**src/design/arp_rr_pkg.sv**
```systemverilog
// Shared types and constants for the ARP resolver and responder.
// Used by arp_rr_table, arp_rr_ctrl and arp_resolver_responder_top; no dependencies.
package arp_rr_pkg;

    localparam logic [1:0] OP_SEND_IP  = 2'd0;
    localparam logic [1:0] OP_RX_IP    = 2'd1;
    localparam logic [1:0] OP_RX_ARP   = 2'd2;
    localparam logic [1:0] OP_RX_OTHER = 2'd3;

    localparam logic [2:0] ACT_NONE      = 3'd0;
    localparam logic [2:0] ACT_SEND_IP   = 3'd1;
    localparam logic [2:0] ACT_ARP_REQ   = 3'd2;
    localparam logic [2:0] ACT_ARP_REPLY = 3'd3;
    localparam logic [2:0] ACT_DELIVER   = 3'd4;
    localparam logic [2:0] ACT_ERROR     = 3'd5;

    localparam logic [1:0] ARP_OP_REQUEST = 2'd1;
    localparam logic [1:0] ARP_OP_REPLY   = 2'd2;
    localparam logic [7:0] ARP_OP_REPLY_BYTE = 8'd2;

    localparam logic [15:0] TYPE_IP  = 16'h0800;
    localparam logic [15:0] TYPE_ARP = 16'h0806;
    localparam logic [6:0]  ARP_BODY_LEN = 7'd28;
    localparam logic [47:0] BCAST_MAC = 48'hFFFF_FFFF_FFFF;

    localparam logic REG_MY_IP  = 1'b0;
    localparam logic REG_MY_MAC = 1'b1;

    typedef struct packed {
        logic [31:0] ip;
        logic [47:0] mac;
    } entry_t;

    typedef struct packed {
        logic        valid;
        logic [31:0] ip;
        logic [47:0] mac;
    } tbl_rsp_t;

    typedef struct packed {
        logic rd_en;
        logic wr_en;
    } tbl_ctl_t;

    typedef struct packed {
        logic [2:0]  action;
        logic [47:0] dest_mac;
        logic [15:0] ether_type;
        logic [6:0]  out_length;
        logic [1:0]  out_arp_operation;
        logic [47:0] out_sender_mac;
        logic [31:0] out_sender_ip;
        logic [47:0] out_target_mac;
        logic [31:0] out_target_ip;
    } result_t;

endpackage

```
**src/design/arp_rr_table.sv**
```systemverilog
// Binding table: synchronous IP/MAC memory with a registered read,
// plus per-entry valid flags cleared at reset. Depends on arp_rr_pkg.
module arp_rr_table #(
    parameter int TABLE_ENTRIES = 8,
    parameter int IDX_W = 3
) (
    input  logic                clk,
    input  logic                rst_n,
    input  arp_rr_pkg::tbl_ctl_t ctl,
    input  logic [IDX_W-1:0]    rd_addr,
    input  logic [IDX_W-1:0]    wr_addr,
    input  arp_rr_pkg::entry_t  wr_entry,
    output arp_rr_pkg::tbl_rsp_t rsp
);

    arp_rr_pkg::entry_t mem [TABLE_ENTRIES];
    logic [TABLE_ENTRIES-1:0] valid_reg;
    arp_rr_pkg::entry_t rd_data_reg;
    logic rd_valid_reg;

    always_ff @(posedge clk or negedge rst_n)
    begin
        if (!rst_n)
        begin
            valid_reg <= '0;
        end
        else if (ctl.wr_en)
        begin
            valid_reg[wr_addr] <= 1'b1;
        end
    end

    always_ff @(posedge clk)
    begin
        if (ctl.wr_en)
        begin
            mem[wr_addr] <= wr_entry;
        end
        if (ctl.rd_en)
        begin
            rd_data_reg  <= mem[rd_addr];
            rd_valid_reg <= valid_reg[rd_addr];
        end
    end

    assign rsp.valid = rd_valid_reg;
    assign rsp.ip    = rd_data_reg.ip;
    assign rsp.mac   = rd_data_reg.mac;

endmodule

```
**src/design/arp_rr_ctrl.sv**
```systemverilog
// Sequencer: captures a request beat, scans or updates the binding table,
// forms the result and holds it in the output register. Depends on arp_rr_pkg.
module arp_rr_ctrl #(
    parameter int TABLE_ENTRIES = 8,
    parameter int IDX_W = 3,
    parameter int CNT_W = 4
) (
    input  logic                 clk,
    input  logic                 rst_n,
    input  logic                 req_valid,
    output logic                 req_ready,
    input  logic [1:0]           opcode,
    input  logic [31:0]          target_ip,
    input  logic [47:0]          sender_mac,
    input  logic [31:0]          sender_ip,
    input  logic [7:0]           arp_operation,
    input  logic [6:0]           frame_length,
    input  logic [31:0]          my_ip,
    input  logic [47:0]          my_mac,
    output arp_rr_pkg::tbl_ctl_t tbl_ctl,
    output logic [IDX_W-1:0]     tbl_rd_addr,
    output logic [IDX_W-1:0]     tbl_wr_addr,
    output arp_rr_pkg::entry_t   tbl_wr_entry,
    input  arp_rr_pkg::tbl_rsp_t tbl_rsp,
    output logic                 rsp_valid,
    input  logic                 rsp_ready,
    output arp_rr_pkg::result_t  rsp_result
);

    localparam logic [1:0] S_IDLE = 2'd0;
    localparam logic [1:0] S_SCAN = 2'd1;
    localparam logic [1:0] S_EMIT = 2'd2;

    localparam logic [CNT_W-1:0] CNT_END  = CNT_W'(TABLE_ENTRIES);
    localparam logic [CNT_W-1:0] CNT_LAST = CNT_W'(TABLE_ENTRIES - 1);
    localparam logic [IDX_W-1:0] IDX_LAST = IDX_W'(TABLE_ENTRIES - 1);

    logic [1:0]       state_reg, state_next;
    logic [CNT_W-1:0] iss_reg, iss_next;
    logic             chk_vld_reg, chk_vld_next;
    logic             chk_last_reg, chk_last_next;
    logic [IDX_W-1:0] ptr_reg, ptr_next;
    logic             hit_reg, hit_next;
    logic [47:0]      mac_reg, mac_next;
    logic             rsp_valid_reg, rsp_valid_next;
    arp_rr_pkg::result_t rsp_result_reg, result_now;

    logic [1:0]  op_reg;
    logic [31:0] tip_reg;
    logic [47:0] smac_reg;
    logic [31:0] sip_reg;
    logic [7:0]  aop_reg;
    logic [6:0]  flen_reg;

    logic accept;
    logic learn;
    logic rd_en;
    logic match;
    logic scan_done;
    logic emit_load;

    assign req_ready = (state_reg == S_IDLE);
    assign accept    = req_valid && req_ready;
    assign learn     = accept && (opcode == arp_rr_pkg::OP_RX_ARP)
                       && (frame_length >= arp_rr_pkg::ARP_BODY_LEN)
                       && (target_ip == my_ip);
    assign rd_en     = (state_reg == S_SCAN) && (iss_reg != CNT_END);
    assign match     = chk_vld_reg && tbl_rsp.valid && (tbl_rsp.ip == tip_reg);
    assign scan_done = match || (chk_vld_reg && chk_last_reg);
    assign emit_load = (state_reg == S_EMIT) && (!rsp_valid_reg || rsp_ready);

    assign tbl_ctl.rd_en = rd_en;
    assign tbl_ctl.wr_en = learn;
    assign tbl_rd_addr   = iss_reg[IDX_W-1:0];
    assign tbl_wr_addr   = ptr_reg;
    assign tbl_wr_entry.ip  = sender_ip;
    assign tbl_wr_entry.mac = sender_mac;

    always_comb
    begin
        state_next     = state_reg;
        iss_next       = iss_reg;
        chk_vld_next   = 1'b0;
        chk_last_next  = 1'b0;
        ptr_next       = ptr_reg;
        hit_next       = hit_reg;
        mac_next       = mac_reg;
        rsp_valid_next = rsp_valid_reg;
        if (rsp_valid_reg && rsp_ready)
        begin
            rsp_valid_next = 1'b0;
        end
        unique case (state_reg)
            S_IDLE:
            begin
                if (accept)
                begin
                    iss_next = '0;
                    hit_next = 1'b0;
                    state_next = (opcode == arp_rr_pkg::OP_SEND_IP) ? S_SCAN : S_EMIT;
                end
                if (learn)
                begin
                    ptr_next = (ptr_reg == IDX_LAST) ? '0 : ptr_reg + 1'b1;
                end
            end
            S_SCAN:
            begin
                if (rd_en)
                begin
                    iss_next = iss_reg + 1'b1;
                end
                chk_vld_next  = rd_en && !scan_done;
                chk_last_next = rd_en && (iss_reg == CNT_LAST);
                if (chk_vld_reg && !tbl_rsp.valid && iss_reg == CNT_END && !chk_last_reg)
                begin
                    state_next = S_SCAN;
                end
                if (scan_done)
                begin
                    hit_next   = match;
                    mac_next   = tbl_rsp.mac;
                    state_next = S_EMIT;
                end
            end
            S_EMIT:
            begin
                if (emit_load)
                begin
                    rsp_valid_next = 1'b1;
                    state_next     = S_IDLE;
                end
            end
            default:
            begin
                state_next = S_IDLE;
            end
        endcase
    end

    always_comb
    begin
        result_now = '0;
        unique case (op_reg)
            arp_rr_pkg::OP_SEND_IP:
            begin
                if (hit_reg)
                begin
                    result_now.action     = arp_rr_pkg::ACT_SEND_IP;
                    result_now.dest_mac   = mac_reg;
                    result_now.ether_type = arp_rr_pkg::TYPE_IP;
                    result_now.out_length = flen_reg;
                end
                else
                begin
                    result_now.action            = arp_rr_pkg::ACT_ARP_REQ;
                    result_now.dest_mac          = arp_rr_pkg::BCAST_MAC;
                    result_now.ether_type        = arp_rr_pkg::TYPE_ARP;
                    result_now.out_length        = arp_rr_pkg::ARP_BODY_LEN;
                    result_now.out_arp_operation = arp_rr_pkg::ARP_OP_REQUEST;
                    result_now.out_sender_mac    = my_mac;
                    result_now.out_sender_ip     = my_ip;
                    result_now.out_target_mac    = arp_rr_pkg::BCAST_MAC;
                    result_now.out_target_ip     = tip_reg;
                end
            end
            arp_rr_pkg::OP_RX_IP:
            begin
                result_now.action     = arp_rr_pkg::ACT_DELIVER;
                result_now.ether_type = arp_rr_pkg::TYPE_IP;
                result_now.out_length = flen_reg;
            end
            arp_rr_pkg::OP_RX_ARP:
            begin
                if (flen_reg < arp_rr_pkg::ARP_BODY_LEN)
                begin
                    result_now.action = arp_rr_pkg::ACT_ERROR;
                end
                else if (tip_reg == my_ip && aop_reg != arp_rr_pkg::ARP_OP_REPLY_BYTE)
                begin
                    result_now.action            = arp_rr_pkg::ACT_ARP_REPLY;
                    result_now.dest_mac          = smac_reg;
                    result_now.ether_type        = arp_rr_pkg::TYPE_ARP;
                    result_now.out_length        = flen_reg;
                    result_now.out_arp_operation = arp_rr_pkg::ARP_OP_REPLY;
                    result_now.out_sender_mac    = my_mac;
                    result_now.out_sender_ip     = my_ip;
                    result_now.out_target_mac    = smac_reg;
                    result_now.out_target_ip     = sip_reg;
                end
            end
            arp_rr_pkg::OP_RX_OTHER:
            begin
                result_now.action = arp_rr_pkg::ACT_ERROR;
            end
        endcase
    end

    always_ff @(posedge clk or negedge rst_n)
    begin
        if (!rst_n)
        begin
            state_reg     <= S_IDLE;
            iss_reg       <= '0;
            chk_vld_reg   <= 1'b0;
            chk_last_reg  <= 1'b0;
            ptr_reg       <= '0;
            hit_reg       <= 1'b0;
            rsp_valid_reg <= 1'b0;
        end
        else
        begin
            state_reg     <= state_next;
            iss_reg       <= iss_next;
            chk_vld_reg   <= chk_vld_next;
            chk_last_reg  <= chk_last_next;
            ptr_reg       <= ptr_next;
            hit_reg       <= hit_next;
            rsp_valid_reg <= rsp_valid_next;
        end
    end

    always_ff @(posedge clk)
    begin
        mac_reg <= mac_next;
        if (accept)
        begin
            op_reg   <= opcode;
            tip_reg  <= target_ip;
            smac_reg <= sender_mac;
            sip_reg  <= sender_ip;
            aop_reg  <= arp_operation;
            flen_reg <= frame_length;
        end
        if (emit_load)
        begin
            rsp_result_reg <= result_now;
        end
    end

    assign rsp_valid  = rsp_valid_reg;
    assign rsp_result = rsp_result_reg;

    a_ptr_in_range: assert property (@(posedge clk) disable iff (!rst_n)
        ptr_reg <= IDX_LAST)
        else $error("insert pointer beyond table");

    a_write_on_accept: assert property (@(posedge clk) disable iff (!rst_n)
        tbl_ctl.wr_en |-> (state_reg == S_IDLE && req_valid))
        else $error("table written outside request acceptance");

    a_no_rd_wr_overlap: assert property (@(posedge clk) disable iff (!rst_n)
        !(tbl_ctl.rd_en && tbl_ctl.wr_en))
        else $error("table read and write in the same cycle");

    a_check_in_scan: assert property (@(posedge clk) disable iff (!rst_n)
        chk_vld_reg |-> (state_reg == S_SCAN))
        else $error("table data checked outside a scan");

    a_emit_from_wait: assert property (@(posedge clk) disable iff (!rst_n)
        $rose(rsp_valid_reg) |-> $past(state_reg == S_EMIT))
        else $error("result shown without passing through emit");

endmodule

```
**src/design/arp_resolver_responder_top.sv**
```systemverilog
// Top level of the ARP resolver and responder: configuration registers,
// binding table and sequencer. Depends on arp_rr_pkg, arp_rr_table, arp_rr_ctrl.
//
//  Channel  Handshake              Payload
//  req      req_valid/req_ready    opcode, target_ip, sender_mac, sender_ip,
//                                  arp_operation, frame_length
//  rsp      rsp_valid/rsp_ready    action, dest_mac, ether_type, out_length,
//                                  out_arp_operation, out_sender_*, out_target_*
//  cfg      cfg_we (no stall)      cfg_index, cfg_data
//
// A send beat scans the table one entry per cycle through the memory read port,
// stopping at the first hit and reading at most TABLE_ENTRIES entries. Every
// other beat skips the scan. Reset clears the valid flags, insert pointer,
// control state and configuration registers at once; no clearing pass is needed.
// A new beat is accepted while a finished result waits in the output register.
module arp_resolver_responder_top #(
    parameter int TABLE_ENTRIES = 8
) (
    input  logic        clk,
    input  logic        rst_n,
    input  logic        cfg_we,
    input  logic        cfg_index,
    input  logic [47:0] cfg_data,
    input  logic        req_valid,
    output logic        req_ready,
    input  logic [1:0]  opcode,
    input  logic [31:0] target_ip,
    input  logic [47:0] sender_mac,
    input  logic [31:0] sender_ip,
    input  logic [7:0]  arp_operation,
    input  logic [6:0]  frame_length,
    output logic        rsp_valid,
    input  logic        rsp_ready,
    output logic [2:0]  action,
    output logic [47:0] dest_mac,
    output logic [15:0] ether_type,
    output logic [6:0]  out_length,
    output logic [1:0]  out_arp_operation,
    output logic [47:0] out_sender_mac,
    output logic [31:0] out_sender_ip,
    output logic [47:0] out_target_mac,
    output logic [31:0] out_target_ip
);

    localparam int IDX_W = (TABLE_ENTRIES > 1) ? $clog2(TABLE_ENTRIES) : 1;
    localparam int CNT_W = $clog2(TABLE_ENTRIES + 1);

    logic [31:0] my_ip_reg;
    logic [47:0] my_mac_reg;

    arp_rr_pkg::tbl_ctl_t tbl_ctl;
    arp_rr_pkg::entry_t   tbl_wr_entry;
    arp_rr_pkg::tbl_rsp_t tbl_rsp;
    arp_rr_pkg::result_t  result;
    logic [IDX_W-1:0]     tbl_rd_addr;
    logic [IDX_W-1:0]     tbl_wr_addr;

    always_ff @(posedge clk or negedge rst_n)
    begin
        if (!rst_n)
        begin
            my_ip_reg  <= '0;
            my_mac_reg <= '0;
        end
        else if (cfg_we)
        begin
            unique case (cfg_index)
                arp_rr_pkg::REG_MY_IP:  my_ip_reg  <= cfg_data[31:0];
                arp_rr_pkg::REG_MY_MAC: my_mac_reg <= cfg_data;
            endcase
        end
    end

    arp_rr_table #(
        .TABLE_ENTRIES (TABLE_ENTRIES),
        .IDX_W         (IDX_W)
    ) u_table (
        .clk      (clk),
        .rst_n    (rst_n),
        .ctl      (tbl_ctl),
        .rd_addr  (tbl_rd_addr),
        .wr_addr  (tbl_wr_addr),
        .wr_entry (tbl_wr_entry),
        .rsp      (tbl_rsp)
    );

    arp_rr_ctrl #(
        .TABLE_ENTRIES (TABLE_ENTRIES),
        .IDX_W         (IDX_W),
        .CNT_W         (CNT_W)
    ) u_ctrl (
        .clk           (clk),
        .rst_n         (rst_n),
        .req_valid     (req_valid),
        .req_ready     (req_ready),
        .opcode        (opcode),
        .target_ip     (target_ip),
        .sender_mac    (sender_mac),
        .sender_ip     (sender_ip),
        .arp_operation (arp_operation),
        .frame_length  (frame_length),
        .my_ip         (my_ip_reg),
        .my_mac        (my_mac_reg),
        .tbl_ctl       (tbl_ctl),
        .tbl_rd_addr   (tbl_rd_addr),
        .tbl_wr_addr   (tbl_wr_addr),
        .tbl_wr_entry  (tbl_wr_entry),
        .tbl_rsp       (tbl_rsp),
        .rsp_valid     (rsp_valid),
        .rsp_ready     (rsp_ready),
        .rsp_result    (result)
    );

    assign action            = result.action;
    assign dest_mac          = result.dest_mac;
    assign ether_type        = result.ether_type;
    assign out_length        = result.out_length;
    assign out_arp_operation = result.out_arp_operation;
    assign out_sender_mac    = result.out_sender_mac;
    assign out_sender_ip     = result.out_sender_ip;
    assign out_target_mac    = result.out_target_mac;
    assign out_target_ip     = result.out_target_ip;

endmodule
```
**config.mk**
```make
export PLATFORM = sky130hd
export DESIGN_NAME = arp_resolver_responder_top
export DESIGN_NICKNAME = d
export VERILOG_FILES = /design/src/design/arp_rr_pkg.sv /design/src/design/arp_rr_table.sv /design/src/design/arp_rr_ctrl.sv /design/src/design/arp_resolver_responder_top.sv
export SDC_FILE = /design/constraint.sdc
export NUM_CORES = 1
export LEC_CHECK = 0
export ABC_AREA = 1
export BUFFER_PORTS_ARGS = -buffer_cell sky130_fd_sc_hd__buf_4
export CAP_MARGIN = 20
export CORE_UTILIZATION = 52
export CTS_CLUSTER_DIAMETER = 30
export DETAILED_ROUTE_END_ITERATION = 6
export PLACE_DENSITY = 0.71
export SKIP_CTS_REPAIR_TIMING = 1
export SLEW_MARGIN = 0
export SYNTH_ARGS = -nofsm -noshare
export SYNTH_HDL_FRONTEND = slang
export SYNTH_HIERARCHICAL = 1
export SYNTH_SLANG_ARGS = --single-unit
```
**constraint.sdc**
```tcl
create_clock -name clk -period 21.4 [get_ports clk]
set_input_delay 2.14 -clock clk [delete_from_list [all_inputs] [get_ports clk]]
set_output_delay 2.14 -clock clk [all_outputs]
set_load 0.03 [all_outputs]
```
==> run metrics <==
outcome=complete, no violations; total power per unit cell area=131.8 nW/um^2; final worst path period need=5670 ps; chip width=316.7 um; Worst Hold Path EP=u_ctrl/mac_reg[46]; worst slew pin tran=1099 ps; clk buf depth=3; vias per inst=5.245; vias=34680; Detail Placement HPWL=79720 um; Filler Cells Inserted=7269; IO Pins=421; RSZ-0062 raised after global routing=no; RePlAce Congestion=0.9261; WHS Path Cells=0; count of different cell masters after synthesis=38; Peak supply drop=0.00009547 V; WP data arrival=6090 ps; Worst Reg2Reg Path Length in Cells=10; wire per inst=20.34 um; sequential fraction of the synthesis area=0.7022; Setup crit end kind=flop; Hold Crit Start=u_table/rsp[46]; Max Slew Vio Count=0; Final period util=0.2650; CTS tree=yes; dpl cells=6203; Final nets=5322; post-synth top area cell=edfxtp_1; number of flops mapped to enable cells by yosys=1120; Critical Path Fanout Max=72; Post-synth ARST share=0.08272; largest net degree at the start of global routing=160; htree depth=4; gr usage total=0.2679; Core ar.=98280 sq um; Setup violations, final=0; Clock Skews=57.54 ps; number of port buffers=407; final setup TNS=0 ps; row count=115; max_slew headroom=0.2677; f_max=0.1764 GHz; Non-Filler Instances=6611; FF-to-FF End=u_table/mem[6][17]; Overflow after GRT=0; type of the most critical hold path=reg -> reg; Final Hold Viols=0; Starting DRT DRC Count=3491; Worst EP required=21820 ps; Critical path origin=req_valid; total CTS buffers=216; Mapped Area=51490 sq um; Die Y=316.7 um; max reg flops=640; clk_lat worst skew=820 ps; vias in the first global route=33980; clock sink total=1221; global-route wire length before repair=200400 um; DRC=0; Ys Warns=6; reg2reg start=u_ctrl/state_reg[1]; share of layout cells above drive strength 1=0.1695; Post-Syn Instances=4758; CP Class=in -> reg; clk slew on worst S/H paths=50 ps; DRT Wirelength=134500 um; antenna-violating nets left=0; Synth area leaders=edfxtp_1 65%, nand2_1 12%, inv_1 5.5%; Initial Utilization=0.5240; Maximum Capacitance Violations=0; Main synth FF type=edfxtp_1; syn_area_per_cell=10.82 sq um; clk root buf=clkbuf_16; die area=100300 sq um; share of the synthesized area in the top cell type=0.6531; Seq cells post-synth=1221; antenna violations before repair=7; Area Overhead vs Synth=21.14%; FF-to-FF setup slack=16480 ps; Leak=27.34 nW; DRT Pass-1 Iters=5; startpoint type of the worst setup path=input port
-- cell usage in the layout (no fill, tap or decap), types with 3 or more instances in the layout --
| cell type | netlist | final |
|---|---|---|
| nor3_1 | 19 | 19 |
| clkinv_4 | 0 | 17 |
| conb_1 | 1 | 13 |
| nor2_2 | 62 | 61 |
| nor4_1 | 8 | 8 |
| dfrtp_4 | 0 | 3 |
| inv_6 | 0 | 10 |
| clkinv_1 | 1 | 29 |
| edfxtp_1 | 1120 | 1120 |
| inv_1 | 761 | 759 |
| clkbuf_1 | 64 | 25 |
| clkinvlp_4 | 0 | 25 |
| clkbuf_8 | 0 | 4 |
| xor2_1 | 16 | 16 |
| xnor2_1 | 19 | 19 |
| a21oi_1 | 5 | 5 |
| bufinv_16 | 0 | 30 |
| nand3_1 | 426 | 426 |
| or2_2 | 12 | 12 |
| o21ai_0 | 77 | 77 |
| nor3b_1 | 9 | 9 |
| clkbuf_16 | 0 | 217 |
| clkinv_16 | 0 | 9 |
| buf_4 | 131 | 443 |
| a21boi_0 | 4 | 4 |
| nand3b_1 | 3 | 3 |
| nand4_1 | 69 | 69 |
| dfrtp_1 | 101 | 98 |
| clkinv_2 | 0 | 37 |
| nor2_1 | 116 | 104 |
| nand2_1 | 1606 | 1605 |
| inv_2 | 5 | 6 |
| nor2_4 | 0 | 13 |
| ha_1 | 4 | 4 |
| inv_16 | 0 | 3 |
-- layer usage --
layer | vias up | routed length [um] | GRT usage
met5 | - | 69 | 0
met4 | 10 | 4083 | 0.1012
met1 | 16740 | 53140 | 0.3474
li1 | 16050 | - | -
met2 | 1614 | 66090 | 0.4441
met3 | 261 | 11100 | 0.05670
-- stage by stage --
step / worst slack (ps) / area, sq um / total power [W] / hold WS [ps] / utilization
floorplan: 9100 / 51540 / 0.004261 / 400.3 / -
global placement: 14960 / 54810 / 0.004753 / 401.8 / 0.5577
detailed placement: 14910 / 54810 / 0.004781 / 404.5 / 0.5577
CTS: 15760 / 62360 / 0.008253 / 402.8 / 0.6345
global route: 15470 / 62380 / 0.008531 / 411.4 / 0.6347
finish: 15730 / 62380 / 0.008220 / 400.4 / 0.6347
-- synth_stat cells (8+ instances only) --
master	n
xor2_1	16
buf_6	14
edfxtp_1	1120
buf_4	131
nor2_1	116
nand4_1	69
nor2_2	62
nand2_1	1606
nand3_1	426
xnor2_1	19
buf_2	72
nor4_1	8
inv_1	761
or2_2	12
nor3b_1	9
buf_1	17
dfrtp_1	101
clkbuf_1	64
o21ai_0	77
nor3_1	19
-- kinds of logic after synthesis --
kind of cell / after synthesis / synth area share
buf+inv: 1067 / 0.09122
compound gates: 93 / 0.009501
fa+ha+maj: 4 / 0.0009720
flops: 1221 / 0.7022
other cells: 1 / 0.00007283
simple gates: 2337 / 0.1901
xor+xnor: 35 / 0.005953
-- how the worst max path moves through the flow --
stage / to / slack, ps
after detailed placement: u_table/mem[5][10] / 14910
after CTS: u_table/mem[7][49] / 15760
after global routing: u_table/mem[6][17] / 15470
after global placement: u_table/mem[7][13] / 14960
after floorplan: u_ctrl/rsp_result[0] / 9100
final: u_table/mem[6][17] / 15730
-- critical path: stages --
cell and delay, ps:
buf_4 80, nand2_1 140, inv_6 580, nand4_1 150, nor3_1 200, nand3_1 100
nor2_1 400, nand2_1 420, nor2_4 860, buf_4 910
-- power by group --
| group | switching [W] | total [W] | internal, W |
|---|---|---|---|
| Combinational | 0.00116 | 0.00161 | 0.000444 |
| Sequential | 0.000161 | 0.00315 | 0.00299 |
| Clock | 0.00121 | 0.00346 | 0.00225 |
| Total | 0.00254 | 0.00822 | 0.00568 |
-- final cells by class --
class                      instances  area (sq um)  share of cell area
timing repair buffer             445          3366             0.05396
clock buffer                     246          5579             0.08944
clock inverter                   160          1969             0.03157
sequential                      1221         36170              0.5798
multi-input combinational       2482         10780              0.1728
tap                             1287          1610             0.02581
antenna                            1         2.502          0.00004012
inverter                         769          2902             0.04651
No activity file was read; power rests on OpenSTA's default activity.
